File: config.mk
export PLATFORM = sky130hd
export DESIGN_NAME = button_debounce_event_queue
export DESIGN_NICKNAME = d
export VERILOG_FILES = /design/src/bdeq_pkg.sv /design/src/button_debounce_event_queue.sv
export SDC_FILE = /design/constraint.sdc
export NUM_CORES = 1
export LEC_CHECK = 0
export BUFFER_PORTS_ARGS = -buffer_cell sky130_fd_sc_hd__buf_2
export CAP_MARGIN = 20
export CORE_MARGIN = 4
export CORE_UTILIZATION = 40
export DETAILED_ROUTE_END_ITERATION = 10
export GPL_TIMING_DRIVEN = 0
export PLACE_DENSITY = 0.6
export SLEW_MARGIN = 40
export SYNTH_ARGS = -nofsm -noshare
export SYNTH_HDL_FRONTEND = slang
export SYNTH_SLANG_ARGS = --single-unit
File: constraint.sdc
create_clock -name clk -period 3 [get_ports clk]
set_input_delay 0.3 -clock clk [delete_from_list [all_inputs] [get_ports clk]]
set_output_delay 0.3 -clock clk [all_outputs]
set_load 0.005 [all_outputs]
File: src/bdeq_pkg.sv
// ----------------------------------------------------------------------------
// bdeq_pkg
// Types and constants shared by the debounced button and key queue block.
// ----------------------------------------------------------------------------
package bdeq_pkg;

    localparam int QUEUE_DEPTH = 8;

    // Only power-of-two depths up to 16 use the whole ring; otherwise entry 0.
    localparam int RING_MASK =
        (((QUEUE_DEPTH & (QUEUE_DEPTH - 1)) == 0) && (QUEUE_DEPTH <= 16)) ?
        (QUEUE_DEPTH - 1) : 0;
    localparam int IDX_W = (QUEUE_DEPTH > 1) ? $clog2(QUEUE_DEPTH) : 1;

    localparam int KEY_W   = 8;
    localparam int COUNT_W = 8;
    localparam int CODE_W  = 3;
    localparam int CFG_IDX_W = 1;

    localparam logic [CFG_IDX_W-1:0] CFG_DEBOUNCE_COUNT = 1'd0;
    localparam logic [CFG_IDX_W-1:0] CFG_KEY_CODE       = 1'd1;

    localparam logic [COUNT_W-1:0] DEBOUNCE_COUNT_RESET = 8'd3;
    localparam logic [KEY_W-1:0]   KEY_CODE_RESET       = 8'd120;

    localparam logic CMD_TICK = 1'b0;
    localparam logic CMD_READ = 1'b1;

    localparam logic [CODE_W-1:0] CODE_IDLE        = 3'd0;
    localparam logic [CODE_W-1:0] CODE_PRESS_DEB   = 3'd1;
    localparam logic [CODE_W-1:0] CODE_HELD        = 3'd2;
    localparam logic [CODE_W-1:0] CODE_RELEASE_DEB = 3'd3;
    localparam logic [CODE_W-1:0] CODE_STORE       = 3'd4;

    typedef enum logic [4:0] {
        PH_IDLE        = 5'b00001,
        PH_PRESS_DEB   = 5'b00010,
        PH_HELD        = 5'b00100,
        PH_RELEASE_DEB = 5'b01000,
        PH_STORE       = 5'b10000
    } phase_t;

    typedef struct packed {
        logic command;
        logic pin_level;
    } in_word_t;

    typedef struct packed {
        logic [KEY_W-1:0]  key_out;
        logic [CODE_W-1:0] debounce_phase;
    } out_word_t;

endpackage

File: src/button_debounce_event_queue.sv
// ----------------------------------------------------------------------------
// button_debounce_event_queue
// Debounced active-low push button that queues a key code per press/release.
// ----------------------------------------------------------------------------
// Usage: each input word is either a scan tick (command 0) carrying the sampled
// pin level, or a read (command 1) that pops one queued key code. Every input
// word yields exactly one output word with the popped key (zero for ticks and
// empty reads) and the debounce phase after the word.
// The configuration channel writes the debounce count (index 0) or the key
// code (index 1); it is always ready.
// Output words are registered. One word is accepted per cycle while in_ready
// is high; the phase, counter and ring update in the cycle of acceptance.
// The output register is backed by a one-word skid register, so a word is
// still accepted in the cycle the receiver first stalls; in_ready drops only
// while both are full and returns once the receiver takes a word.
// Reset clears the phase to idle, the counter and both ring pointers to zero,
// every ring entry to zero, and restores the configuration reset values.
// ----------------------------------------------------------------------------
module button_debounce_event_queue (
    input  logic                                clk,
    input  logic                                rst_n,
    input  logic                                in_valid,
    output logic                                in_ready,
    input  bdeq_pkg::in_word_t                  in_data,
    output logic                                out_valid,
    input  logic                                out_ready,
    output bdeq_pkg::out_word_t                 out_data,
    input  logic                                cfg_valid,
    output logic                                cfg_ready,
    input  logic [bdeq_pkg::CFG_IDX_W-1:0]      cfg_index,
    input  logic [bdeq_pkg::COUNT_W-1:0]        cfg_data
);
    import bdeq_pkg::*;

    localparam logic [IDX_W-1:0] MASK = RING_MASK[IDX_W-1:0];

    logic [COUNT_W-1:0] debounce_count_reg;
    logic [KEY_W-1:0]   key_code_reg;

    phase_t             phase_reg, phase_next;
    logic [COUNT_W-1:0] counter_reg, counter_next;
    logic [IDX_W-1:0]   wr_idx_reg, wr_idx_next;
    logic [IDX_W-1:0]   rd_idx_reg, rd_idx_next;
    logic [KEY_W-1:0]   ring_reg [QUEUE_DEPTH];

    logic               ring_we;
    logic               ring_clr;
    logic [KEY_W-1:0]   rd_value;
    logic [KEY_W-1:0]   key_result;
    logic [CODE_W-1:0]  phase_code;
    out_word_t          result;

    logic               out_valid_reg;
    out_word_t          out_word_reg;
    logic               skid_valid_reg;
    out_word_t          skid_word_reg;

    logic               in_fire;
    logic               out_free;

    assign cfg_ready = 1'b1;
    assign in_ready  = !skid_valid_reg;
    assign in_fire   = in_valid && in_ready;
    assign out_free  = !out_valid_reg || out_ready;
    assign out_valid = out_valid_reg;
    assign out_data  = out_word_reg;

    assign rd_value = ring_reg[rd_idx_reg & MASK];

    always_comb
    begin
        phase_next   = phase_reg;
        counter_next = counter_reg;
        wr_idx_next  = wr_idx_reg;
        rd_idx_next  = rd_idx_reg;
        ring_we      = 1'b0;
        ring_clr     = 1'b0;
        key_result   = '0;
        if (in_data.command == CMD_READ)
        begin
            key_result = rd_value;
            if (rd_value != '0)
            begin
                ring_clr    = 1'b1;
                rd_idx_next = (rd_idx_reg + 1'b1) & MASK;
            end
        end
        else
        begin
            unique case (phase_reg)
                PH_IDLE:
                begin
                    if (!in_data.pin_level)
                    begin
                        counter_next = debounce_count_reg;
                        phase_next   = PH_PRESS_DEB;
                    end
                end
                PH_PRESS_DEB:
                begin
                    if (in_data.pin_level)
                        phase_next = PH_IDLE;
                    else if (counter_reg != '0)
                        counter_next = counter_reg - 1'b1;
                    else
                        phase_next = PH_HELD;
                end
                PH_HELD:
                begin
                    if (in_data.pin_level)
                    begin
                        counter_next = debounce_count_reg;
                        phase_next   = PH_RELEASE_DEB;
                    end
                end
                PH_RELEASE_DEB:
                begin
                    if (!in_data.pin_level)
                        phase_next = PH_IDLE;
                    else if (counter_reg != '0)
                        counter_next = counter_reg - 1'b1;
                    else
                        phase_next = PH_STORE;
                end
                PH_STORE:
                begin
                    ring_we     = 1'b1;
                    wr_idx_next = (wr_idx_reg + 1'b1) & MASK;
                    phase_next  = PH_IDLE;
                end
                default:
                begin
                    phase_next = PH_IDLE;
                end
            endcase
        end
    end

    always_comb
    begin
        unique case (phase_next)
            PH_IDLE:        phase_code = CODE_IDLE;
            PH_PRESS_DEB:   phase_code = CODE_PRESS_DEB;
            PH_HELD:        phase_code = CODE_HELD;
            PH_RELEASE_DEB: phase_code = CODE_RELEASE_DEB;
            PH_STORE:       phase_code = CODE_STORE;
            default:        phase_code = CODE_IDLE;
        endcase
    end

    assign result.key_out        = key_result;
    assign result.debounce_phase = phase_code;

    always_ff @(posedge clk or negedge rst_n)
    begin
        if (!rst_n)
        begin
            debounce_count_reg <= DEBOUNCE_COUNT_RESET;
            key_code_reg       <= KEY_CODE_RESET;
        end
        else if (cfg_valid)
        begin
            unique case (cfg_index)
                CFG_DEBOUNCE_COUNT: debounce_count_reg <= cfg_data;
                CFG_KEY_CODE:       key_code_reg       <= cfg_data;
                default:            ;
            endcase
        end
    end

    always_ff @(posedge clk or negedge rst_n)
    begin
        if (!rst_n)
        begin
            phase_reg   <= PH_IDLE;
            counter_reg <= '0;
            wr_idx_reg  <= '0;
            rd_idx_reg  <= '0;
            for (int i = 0; i < QUEUE_DEPTH; i++)
                ring_reg[i] <= '0;
        end
        else if (in_fire)
        begin
            phase_reg   <= phase_next;
            counter_reg <= counter_next;
            wr_idx_reg  <= wr_idx_next;
            rd_idx_reg  <= rd_idx_next;
            // A write and a clear never happen together: one is a tick, one a read.
            if (ring_we)
                ring_reg[wr_idx_reg & MASK] <= key_code_reg;
            else if (ring_clr)
                ring_reg[rd_idx_reg & MASK] <= '0;
        end
    end

    always_ff @(posedge clk or negedge rst_n)
    begin
        if (!rst_n)
        begin
            out_valid_reg  <= 1'b0;
            skid_valid_reg <= 1'b0;
        end
        else if (out_free)
        begin
            if (skid_valid_reg)
            begin
                out_valid_reg  <= 1'b1;
                skid_valid_reg <= 1'b0;
            end
            else
            begin
                out_valid_reg <= in_fire;
            end
        end
        else if (in_fire)
        begin
            skid_valid_reg <= 1'b1;
        end
    end

    always_ff @(posedge clk)
    begin
        if (out_free)
        begin
            if (skid_valid_reg)
                out_word_reg <= skid_word_reg;
            else if (in_fire)
                out_word_reg <= result;
        end
        else if (in_fire)
        begin
            skid_word_reg <= result;
        end
    end

    // The skid register is only ever filled behind a held output word.
    assert property (@(posedge clk) disable iff (!rst_n)
        skid_valid_reg |-> out_valid_reg)
        else $error("skid word without an output word");

    // A scan tick never pops a key.
    assert property (@(posedge clk) disable iff (!rst_n)
        (in_fire && in_data.command == CMD_TICK) |-> (result.key_out == '0))
        else $error("scan tick produced a key");

    // The store phase always falls back to idle on the next tick.
    assert property (@(posedge clk) disable iff (!rst_n)
        (in_fire && in_data.command == CMD_TICK && phase_reg == PH_STORE)
        |=> (phase_reg == PH_IDLE))
        else $error("store phase did not return to idle");

    // A read that returns a key advances the read pointer.
    assert property (@(posedge clk) disable iff (!rst_n)
        (in_fire && in_data.command == CMD_READ && rd_value != '0)
        |=> (rd_idx_reg == (($past(rd_idx_reg) + 1'b1) & MASK)))
        else $error("read pointer did not advance after a pop");

endmodule

==> summary.txt, run 1 <==
Outcome
  • Status: completed

Route
  • Vias: 5,065
  • Detailed-route DRC error count: 0
  • DR pass1 iterations: 6
  • ANT nets after route: 0
  • Drt wl/cell: 20.2 um
  • 1st-iter DRT viols: 318
  • Vias per cell: 6.03
  • Final wirelength: 17,000 um

Timing
  • Fmax: 0.340 GHz
  • Slew Limit Fails: 0
  • Worst Clk Skew: 0.00985 ns
  • Hold Vio Cnt, Final: 0
  • Tmin final: 2.94 ns
  • Final Cycle Share: 98.0%
  • Worst slew pin tran: 0.760 ns
  • Final Setup Violations: 0
  • RSZ-0062 raised after global routing: true
  • Slew Limit Headroom: 49.0%

Synth
  • Mean post-synth cell area: 11.2 um^2
  • Synthesized area: 0.00633 mm^2
  • Number of synthesized flops with an enable pin: 22
  • Syn nets: 584
  • Register area share after synthesis: 50.5%
  • FFs w/ async S/R, synth: 82.1%
  • Synth warn: 0
  • Unique cell type count in the Yosys netlist: 77
  • Cells after Synth: 564
  • Flops & latches, synth: 123
  • Most used DFF post-synth: dfrtp_1

Critical path
  • Critical R2R Capture: ring_reg[29]
  • Critical path class: reg -> reg
  • Crit path DAT: 3.29 ns
  • Critical path startpoint category: flip-flop
  • Largest stage delay, worst path: 0.63 ns
  • Worst R2R Path Depth: 9
  • Cells along the critical path: buf_4 -> buf_2 -> buf_2 -> mux2i_1 -> o21ai_0 -> o21ai_1 -> nand3_2 -> a32oi_2 -> a32o_1
  • Setup crit start: rd_idx_reg[1]
  • Worst reg2reg setup slack: 0.06 ns
  • Data required, critical path: 3.35 ns
  • Launch point of the worst reg-to-reg path: rd_idx_reg[1]
  • Setup crit end kind: flip-flop
  • Worst path slowest cell: a32oi_2
  • Most frequent CP cell: buf_2
  • CP Max Fanout: 10

Final layout
  • Layout cells sized above 1: 25.4%
  • Area Overhead vs Synth: 17.3%
  • Max FFs per register: 64
  • Antenna Cells: 0
  • Total Nets Final: 636
  • Post-route cell area: 0.00743 mm^2

Power and ir drop
  • Flop pwr share: 41.6%
  • Worst ir drop on vdd: 0.391 mV
  • Switch Pwr: 1280 uW
  • Total Power: 4730 uW
  • Cell Pwr Density: 636 mW/mm^2
  • Lkg Pwr: 0.00295 uW
  • Sw frac: 27.1%
  • Combinational Power Share: 15.1%
  • Clock share of power: 43.3%
  • Int Pwr: 3450 uW

Worst hold path
  • Hold Path Cell Cnt: 2
  • Hold Path Class: in -> reg
  • Hold Crit Endpoint: debounce_count_reg[3]
  • Min-delay src: cfg_data[3]

Floorplanning
  • Number of cell rows: 45
  • Die Height: 134 um
  • CORE AREA: 0.0154 mm^2
  • Die width: 134 um
  • Area of the die: 0.0179 mm^2
  • Starting density of the core: 41.2%
  • I/O pin total: 30

Global route
  • Largest net degree at the start of global routing: 77
  • First-pass GRT wire length: 27,300 um
  • Remaining global-route overflow: 0
  • Vias in the first global route: 4,953
  • Antenna violations before repair: 0
  • GRT Overall Usage: 19.5%

Clocking
  • Cts repair resizes: 0
  • Root buffer cell: clkbuf_16
  • Clock transition at path regs: 0.06 ns
  • CTS Buffer Depth: 2
  • CTS sink count: 123
  • Worst-skew pair later-pin latency: 0.42 ns
  • H-tree lvl count: 4
  • CTS Buf Count: 17
  • TritonCTS clock tree: yes

Placed design
  • Gpl congestion: 0.937
  • Placed Area: 0.00679 mm^2
  • DP HPWL: 12,100 um
  • Number of port buffers: 28

Run
  • Max cap viols: 0
routing by layer:
| metal | vias to the layer above | share of wire [%] | wire (um) | track usage, % |
|---|---|---|---|---|
| met4 | 0 | 2.5 | 422 | 8.23 |
| li1 | 2272 | - | - | - |
| met1 | 2558 | 46 | 7750 | 27.4 |
| met3 | 37 | 7.0 | 1190 | 4.95 |
| met5 | - | 0 | 0 | 0 |
| met2 | 198 | 45 | 7600 | 28.7 |
worst max-delay path, delay by kind of cell, from the launching register on:
family	cells	cell delay (ns)
AND/OR/NAND/NOR	1	0.32
buffers and inverters	3	0.82
flip-flops	1	0.35
AO/OA/AOI/OAI	4	1.15
multiplexers	1	0.21
how the worst max path moves through the flow:
stage                          endpoint  slack (ns)  cells after the start
after CTS                  ring_reg[29]        0.09                      9
after detailed placement   ring_reg[29]        0.13                      9
after global placement    rd_idx_reg[1]        0.12                      8
after global routing       ring_reg[28]       -0.06                      8
after floorplan             out_data[2]        0.58                      8
final                      ring_reg[29]        0.06                      9
cells in the final DEF, fill, tap and decap left out, types with 11 or more instances in the layout:
| master | count |
|---|---|
| dfrtp_1 | 94 |
| buf_2 | 38 |
| nor2_1 | 45 |
| a32o_1 | 37 |
| nor3_1 | 13 |
| mux2_2 | 26 |
| a21oi_1 | 18 |
| a31o_2 | 19 |
| mux2i_1 | 13 |
| clkbuf_16 | 18 |
| nand2_1 | 51 |
| o21ai_0 | 16 |
| nand3_1 | 14 |
| edfxtp_1 | 22 |
| clkbuf_1 | 22 |
| nor2b_1 | 11 |
area by class of cell:
class	count	area, um^2
flip-flops and latches	123	3200
repair buffers	33	220
clock buffers	26	510
multi-input cells	401	2980
inverters	9	33.8
clock inverters	6	83.8
fillers	1382	7940
well taps	211	264
plain buffers	31	140
through the flow:
step	cells	setup WS (ns)	hold slack, ns	TNS [ns]	utilization, %
after floorplan	564	0.579	0.00441	0	-
after global placement	803	0.116	0.478	0	43.8
after detailed placement	805	0.129	0.160	0	44.2
after global routing	840	-0.0606	0.126	-0.514	48.3
final	840	0.0588	0.128	0	48.3
after CTS	838	0.0913	0.115	0	48.1
kinds of logic after synthesis:
| kind of cell | Yosys count | synth area share [%] |
|---|---|---|
| XOR/XNOR | 7 | 0.968 |
| AO/OA/AOI/OAI | 155 | 20.7 |
| AND/OR/NAND/NOR | 187 | 14.9 |
| other | 1 | 0.0592 |
| multiplexers | 47 | 9.35 |
| adder cells (fa/ha/maj) | 4 | 0.791 |
| flip-flops | 123 | 50.5 |
| buffers and inverters | 40 | 2.75 |
power by group through the flow:
stage / Clock [uW] / Sequential [uW] / Combinational, uW
CTS: 2080 / 1970 / 706
detailed placement: 0 / 1990 / 699
finish: 2050 / 1970 / 712
global placement: 0 / 1990 / 685
global route: 2160 / 1990 / 781
floorplan: 0 / 1950 / 510
Yosys cell counts (14+ instances only):
library cell   n  share of area, %
a32o_1        37               5.8
dfrtp_1       94                37
a31o_2        19               2.6
clkbuf_1      17               1.0
nor3_1        15               1.2
a21oi_1       18               1.4
mux2_2        26               4.6
nor2_1        46               2.7
o21ai_0       16               1.3
edfxtp_1      22                10
nand2_1       51               3.0
nand3_1       14               1.1
repair_timing:
item | 4_1_cts | 5_1_grt
hold buffers | 1 | 0
buffers inserted | 0 | 2
hold endpoints to repair | 25 | 0
setup endpoints to repair | 0 | 19
No activity file was read; power rests on OpenSTA's default activity.
==> inputs of run 2 (changes only) <==
Settings changed: RECOVER_POWER from default to 25.
==> run 2 against run 1 <==
Against the previous run: the flow now finishes with violations (capacitance limit, slew limit); combinational power barely moved; first-iteration DRC count rose by 11%; clock skew rose by 0.0018 ns; worst setup slack improved by 0.016 ns; register-to-register slack improved by 0.02 ns; worst hold slack barely moved; total power fell by 0.12%; cell count did not move; critical path depth did not move; die area did not move; critical path type unchanged.
==> summary.txt, run 2 (synthesis results as in run 1) <==
Global route
  • Antenna violations before repair: 0 (unchanged)
  • Vias in the first global route: 4,953 (unchanged)
  • Remaining global-route overflow: 0 (unchanged)
  • GRT Overall Usage: 19.5% (unchanged)
  • First-pass GRT wire length: 27,300 um (unchanged)
  • Largest net degree at the start of global routing: 77 (unchanged)

Power and ir drop
  • Lkg Pwr: 0.00294 uW (was 0.00295 uW)
  • Cell Pwr Density: 637 mW/mm^2 (was 636 mW/mm^2)
  • Worst ir drop on vdd: 0.389 mV (was 0.391 mV)

Placed design
  • DP HPWL: 12,100 um (unchanged)
  • # placed instances: 805 (unchanged)
  • Placed Area: 0.00679 mm^2 (unchanged)
  • Number of port buffers: 28 (unchanged)
  • Gpl congestion: 0.937 (unchanged)

Timing
  • Worst slew pin tran: 1.52 ns (was 0.760 ns)
  • RSZ-0062 raised after global routing: true (unchanged)
  • Tmin final: 2.92 ns (was 2.94 ns)
  • Hold Vio Cnt, Final: 0 (unchanged)
  • Worst Clk Skew: 0.0117 ns (was 0.00985 ns)
  • Slew Limit Fails: 26 (was 0)
  • Fmax: 0.342 GHz (was 0.340 GHz)
  • Slew Limit Headroom: -1.51% (was 49.0%)
  • Final Cycle Share: 97.5% (was 98.0%)
  • Final Setup Violations: 0 (unchanged)

Final layout
  • Layout Utilization: 48.3% (about the same)
  • Max FFs per register: 64 (unchanged)
  • Commonest non-fill, non-tap cells in the layout: dfrtp_1, nand2_1, nor2_1, buf_2, a32o_1 (unchanged)
  • Most common cell after layout, fill and taps aside: dfrtp_1 (unchanged)
  • Post-route cell area: 0.00742 mm^2 (was 0.00743 mm^2)
  • Layout cells sized above 1: 24.6% (was 25.4%)
  • Total Nets Final: 636 (unchanged)
  • Area Overhead vs Synth: 17.2% (was 17.3%)
  • Layout Cells excl Fill: 840 (unchanged)
  • Antenna Cells: 0 (unchanged)

Outcome
  • Status: finished with violations (was completed)
  • Failing checks: capacitance limit, slew limit

Critical path
  • Worst path slowest cell: a32oi_2 (unchanged)
  • Bufs and invs on worst path: 3 (unchanged)
  • Critical path startpoint category: flip-flop (unchanged)
  • Cell family contributing the most delay on the critical path: compound AO/OA/AOI/OAI gates (unchanged)
  • Cells along the critical path: buf_4 -> buf_2 -> buf_2 -> mux2i_1 -> o21ai_0 -> o21ai_1 -> nand3_2 -> a32oi_2 -> a32o_1 (unchanged)
  • Largest stage delay, worst path: 0.61 ns (was 0.63 ns)
  • Most frequent CP cell: buf_2 (unchanged)
  • Data required, critical path: 3.35 ns (about the same)
  • Critical path class: reg -> reg (unchanged)
  • Setup crit end kind: flip-flop (unchanged)
  • Crit path DAT: 3.28 ns (was 3.29 ns)
  • CP Max Fanout: 10 (unchanged)

Route
  • DR pass1 iterations: 6 (unchanged)
  • Vias: 5,075 (was 5,065)
  • Drt wl/cell: 20.2 um (about the same)
  • Detailed-route DRC error count: 0 (unchanged)
  • ANT nets after route: 0 (unchanged)
  • Final wirelength: 17,000 um (about the same)
  • 1st-iter DRT viols: 352 (was 318)
  • Vias per cell: 6.04 (was 6.03)

Clocking
  • Root buffer cell: clkbuf_16 (unchanged)
  • CTS sink count: 123 (unchanged)
  • H-tree lvl count: 4 (unchanged)
  • Worst-skew pair later-pin latency: 0.42 ns (about the same)
  • CTS Buffer Depth: 2 (unchanged)
  • Cts repair resizes: 0 (unchanged)
  • TritonCTS clock tree: yes (unchanged)
  • Clock transition at path regs: 0.06 ns (about the same)
  • CTS Buf Count: 17 (unchanged)

Worst hold path
  • Hold Path Class: in -> reg (unchanged)

Floorplanning
  • Area of the die: 0.0179 mm^2 (unchanged)
  • Die Height: 134 um (unchanged)
  • Die width: 134 um (unchanged)
  • Number of cell rows: 45 (unchanged)
  • Starting density of the core: 41.2% (unchanged)
  • I/O pin total: 30 (unchanged)
  • CORE AREA: 0.0154 mm^2 (unchanged)

Run
  • Max cap viols: 1 (was 0)
## run 2: worst paths after layout
path,slack [ns],from,to,cells past startpoint
setup / recovery,0.08,rd_idx_reg[1],ring_reg[29],9
hold / removal,0.13,cfg_data[3],debounce_count_reg[3],2
setup reg to reg,0.08,rd_idx_reg[1],ring_reg[29],9
hold reg to reg,0.49,ring_reg[55],ring_reg[55],1
max in group asynchronous,1.14,rst_n,phase_reg[0],3
min in group asynchronous,0.78,rst_n,ring_reg[20],2
## run 2: timing repair
| action | 4_1_cts | 5_1_grt |
|---|---|---|
| setup endpoints to repair | 0 | 19 |
| hold buffers | 1 | 0 |
| hold endpoints to repair | 25 | 0 |
| buffers inserted | 0 | 2 |
## run 2: where the power goes
group,internal [uW],switching (uW)
Clock,1340,710
Sequential,1840,130
Combinational,271,440
Total,3440,1280
## run 2: worst reg2reg max path, stage by stage (launching register included)
cell	delay, ns
dfrtp_1	0.35
buf_4	0.24
buf_2	0.31
buf_2	0.29
mux2i_1	0.21
o21ai_0	0.09
o21ai_1	0.15
nand3_2	0.32
a32oi_2	0.62
a32o_1	0.28
## run 2: cell type report
cell class / count / area (um^2)
tap: 211 / 264
inverter: 9 / 33.8
sequential: 123 / 3200
clock inverter: 6 / 83.8
clock buffer: 26 / 510
fill: 1384 / 7950
buffer: 31 / 140
multi-input combinational: 401 / 2980
timing repair buffer: 33 / 209
## run 2: through the flow
step	power (uW)	hold WS, ns	setup WS, ns	setup TNS (ns)
6_report	4720	0.128	0.0750	0
5_1_grt	4920	0.128	-0.0606	-0.514
4_1_cts	4750	0.115	0.0913	0
3_5_place_dp	2690	0.160	0.129	0
3_3_place_gp	2680	0.478	0.116	0
2_1_floorplan	2460	0.00441	0.579	0
## run 2: routing by layer
| layer | vias up | track usage (%) | share of wire [%] |
|---|---|---|---|
| met5 | - | 0 | 0 |
| met2 | 224 | 28.7 | 45 |
| met4 | 0 | 8.23 | 2.4 |
| met1 | 2547 | 27.4 | 45 |
| li1 | 2267 | - | - |
| met3 | 37 | 4.95 | 8.0 |
==> inputs of run 3 (changes only) <==
Settings changed: BUFFER_PORTS_ARGS -buffer_cell sky130_fd_sc_hd__buf_2 to -buffer_cell sky130_fd_sc_hd__clkbuf_2.
==> run 3 against run 2 <==
Against the previous run: the flow now finishes without violations; worst hold slack improved by 0.0050 ns; combinational power is 0.8% higher; clock power is 5% lower; largest cell class unchanged; largest power group is now sequential cells.
==> summary.txt, run 3 (synthesis results as in run 1) <==
Outcome
  • Status: completed (was finished with violations)

Final layout
  • Post-route cell area: 0.00741 mm^2 (was 0.00742 mm^2)
  • Antenna Cells: 0 (unchanged)
  • Commonest non-fill, non-tap cells in the layout: dfrtp_1, nand2_1, nor2_1, a32o_1, clkbuf_2 (was dfrtp_1, nand2_1, nor2_1, buf_2, a32o_1)
  • Reg area: 0.00320 mm^2 (unchanged)
  • Layout Cells excl Fill: 844 (was 840)
  • Total Nets Final: 640 (was 636)
  • Area Overhead vs Synth: 17.1% (was 17.2%)
  • Layout Utilization: 48.2% (was 48.3%)
  • Most common cell after layout, fill and taps aside: dfrtp_1 (unchanged)
  • Area taken by multi-input logic gates: 0.00298 mm^2 (unchanged)
  • Max FFs per register: 64 (unchanged)
  • Layout fillers: 1,450 (was 1,384)
  • Layout cells sized above 1: 25.9% (was 24.6%)

Timing
  • Hold Vio Cnt, Final: 0 (unchanged)
  • Final setup TNS: 0 ns (unchanged)
  • Tmin final: 2.89 ns (was 2.92 ns)
  • Final Setup Violations: 0 (unchanged)
  • Worst Clk Skew: 0.0117 ns (about the same)
  • Hold Slack: 0.133 ns (was 0.128 ns)
  • Slew Limit Headroom: 16.5% (was -1.51%)
  • Fmax: 0.346 GHz (was 0.342 GHz)
  • Worst slew pin tran: 1.25 ns (was 1.52 ns)
  • RSZ-0062 raised after global routing: true (unchanged)
  • Final Cycle Share: 96.3% (was 97.5%)
  • Slew Limit Fails: 0 (was 26)

Route
  • Vias per cell: 5.96 (was 6.04)
  • Vias: 5,034 (was 5,075)
  • Detailed-route DRC error count: 0 (unchanged)
  • Final wirelength: 17,100 um (was 17,000 um)
  • 1st-iter DRT viols: 467 (was 352)
  • Drt wl/cell: 20.2 um (about the same)
  • DR pass1 iterations: 5 (was 6)
  • ANT nets after route: 0 (unchanged)

Critical path
  • Bufs and invs on worst path: 3 (unchanged)
  • Data required, critical path: 3.36 ns (was 3.35 ns)
  • Critical path class: reg -> reg (unchanged)
  • Crit path DAT: 3.25 ns (was 3.28 ns)
  • Cells along the critical path: buf_4 -> buf_2 -> buf_2 -> mux2i_1 -> o21ai_0 -> o21ai_1 -> nand3_2 -> a31oi_2 -> a31o_2 (was buf_4 -> buf_2 -> buf_2 -> mux2i_1 -> o21ai_0 -> o21ai_1 -> nand3_2 -> a32oi_2 -> a32o_1)
  • Largest stage delay, worst path: 0.62 ns (was 0.61 ns)
  • CP Max Fanout: 10 (unchanged)
  • Cell family contributing the most delay on the critical path: compound AO/OA/AOI/OAI gates (unchanged)
  • Setup crit end kind: flip-flop (unchanged)
  • Worst path slowest cell: a31oi_2 (was a32oi_2)
  • Most frequent CP cell: buf_2 (unchanged)
  • Critical path startpoint category: flip-flop (unchanged)

Floorplanning
  • CORE AREA: 0.0154 mm^2 (unchanged)
  • I/O pin total: 30 (unchanged)
  • Starting density of the core: 41.2% (unchanged)
  • Die Height: 134 um (unchanged)
  • Number of cell rows: 45 (unchanged)
  • Area of the die: 0.0179 mm^2 (unchanged)
  • Die width: 134 um (unchanged)

Global route
  • Remaining global-route overflow: 0 (unchanged)
  • Antenna violations before repair: 0 (unchanged)
  • Largest net degree at the start of global routing: 53 (was 77)
  • Vias in the first global route: 4,942 (was 4,953)
  • GRT Overall Usage: 19.6% (was 19.5%)
  • First-pass GRT wire length: 27,400 um (was 27,300 um)

Power and ir drop
  • Lkg Pwr: 0.00295 uW (was 0.00294 uW)
  • Cell Pwr Density: 625 mW/mm^2 (was 637 mW/mm^2)
  • Worst ir drop on vdd: 0.466 mV (was 0.389 mV)

Placed design
  • Number of port buffers: 28 (unchanged)
  • DP HPWL: 12,300 um (was 12,100 um)
  • # placed instances: 805 (unchanged)
  • Gpl congestion: 0.909 (was 0.937)
  • Placed Area: 0.00679 mm^2 (about the same)

Clocking
  • CTS Buffer Depth: 2 (unchanged)
  • TritonCTS clock tree: yes (unchanged)
  • Clock transition at path regs: 0.06 ns (about the same)
  • Worst-skew pair later-pin latency: 0.42 ns (about the same)
  • CTS sink count: 123 (unchanged)
  • H-tree lvl count: 4 (unchanged)
  • Root buffer cell: clkbuf_16 (unchanged)
  • CTS Buf Count: 17 (unchanged)

Run
  • Max cap viols: 0 (was 1)

Worst hold path
  • Hold Path Class: in -> reg (unchanged)
run 3: where the power goes:
group          switching [uW]  internal, uW  leakage [uW]
clock network             767          1180      0.000283
registers                 132          1840       0.00154
logic                     444           273       0.00113
run 3: final timing paths:
path                                     from                     to  slack, ns  cells past startpoint
worst max-delay path            rd_idx_reg[1]           ring_reg[50]       0.11                      9
worst min-delay path              cfg_data[5]  debounce_count_reg[5]       0.13                      2
worst max register to register  rd_idx_reg[1]           ring_reg[50]       0.11                      9
worst min register to register    ring_reg[7]            ring_reg[7]       0.49                      1
max in group asynchronous               rst_n           phase_reg[0]       1.41                      3
min in group asynchronous               rst_n           ring_reg[10]       0.68                      2
run 3: stage by stage:
stage | worst slack [ns] | power, uW
floorplan | 0.579 | 2460
global placement | 0.123 | 2670
detailed placement | 0.152 | 2700
CTS | 0.140 | 4660
global route | -0.0907 | 4840
finish | 0.111 | 4640
run 3: timing repair:
item / in CTS / in global routing
hold endpoints to repair: 43 / 0
endpoints found under the setup margin: 0 / 26
buffers inserted: 0 / 6
resized for setup: 0 / 0
hold buffers: 1 / 0
run 3: metal layers:
| metal | wire length [um] | vias up | GRT usage [%] | share of wire, % |
|---|---|---|---|---|
| met5 | 0 | - | 0 | 0 |
| met4 | 328 | 0 | 6.86 | 1.9 |
| met3 | 1350 | 23 | 5.74 | 7.9 |
| met2 | 7640 | 218 | 28.6 | 45 |
| met1 | 7740 | 2512 | 27.8 | 45 |
| li1 | - | 2281 | - | - |
run 3: layout make-up:
class | instances | share of cell area, %
Sequential cell | 123 | 43.1
Multi-Input combinational cell | 401 | 40.2
Clock buffer | 19 | 6.11
Tap cell | 211 | 3.56
Timing Repair Buffer | 37 | 3.06
Buffer | 31 | 1.89
Clock inverter | 13 | 1.60
Inverter | 9 | 0.456
run 3: worst reg2reg max path, stage by stage (launching register included):
cell and delay, ns:
dfrtp_1 0.34, buf_4 0.25, buf_2 0.31, buf_2 0.30
mux2i_1 0.21, o21ai_0 0.09, o21ai_1 0.15, nand3_2 0.32
a31oi_2 0.62, a31o_2 0.25
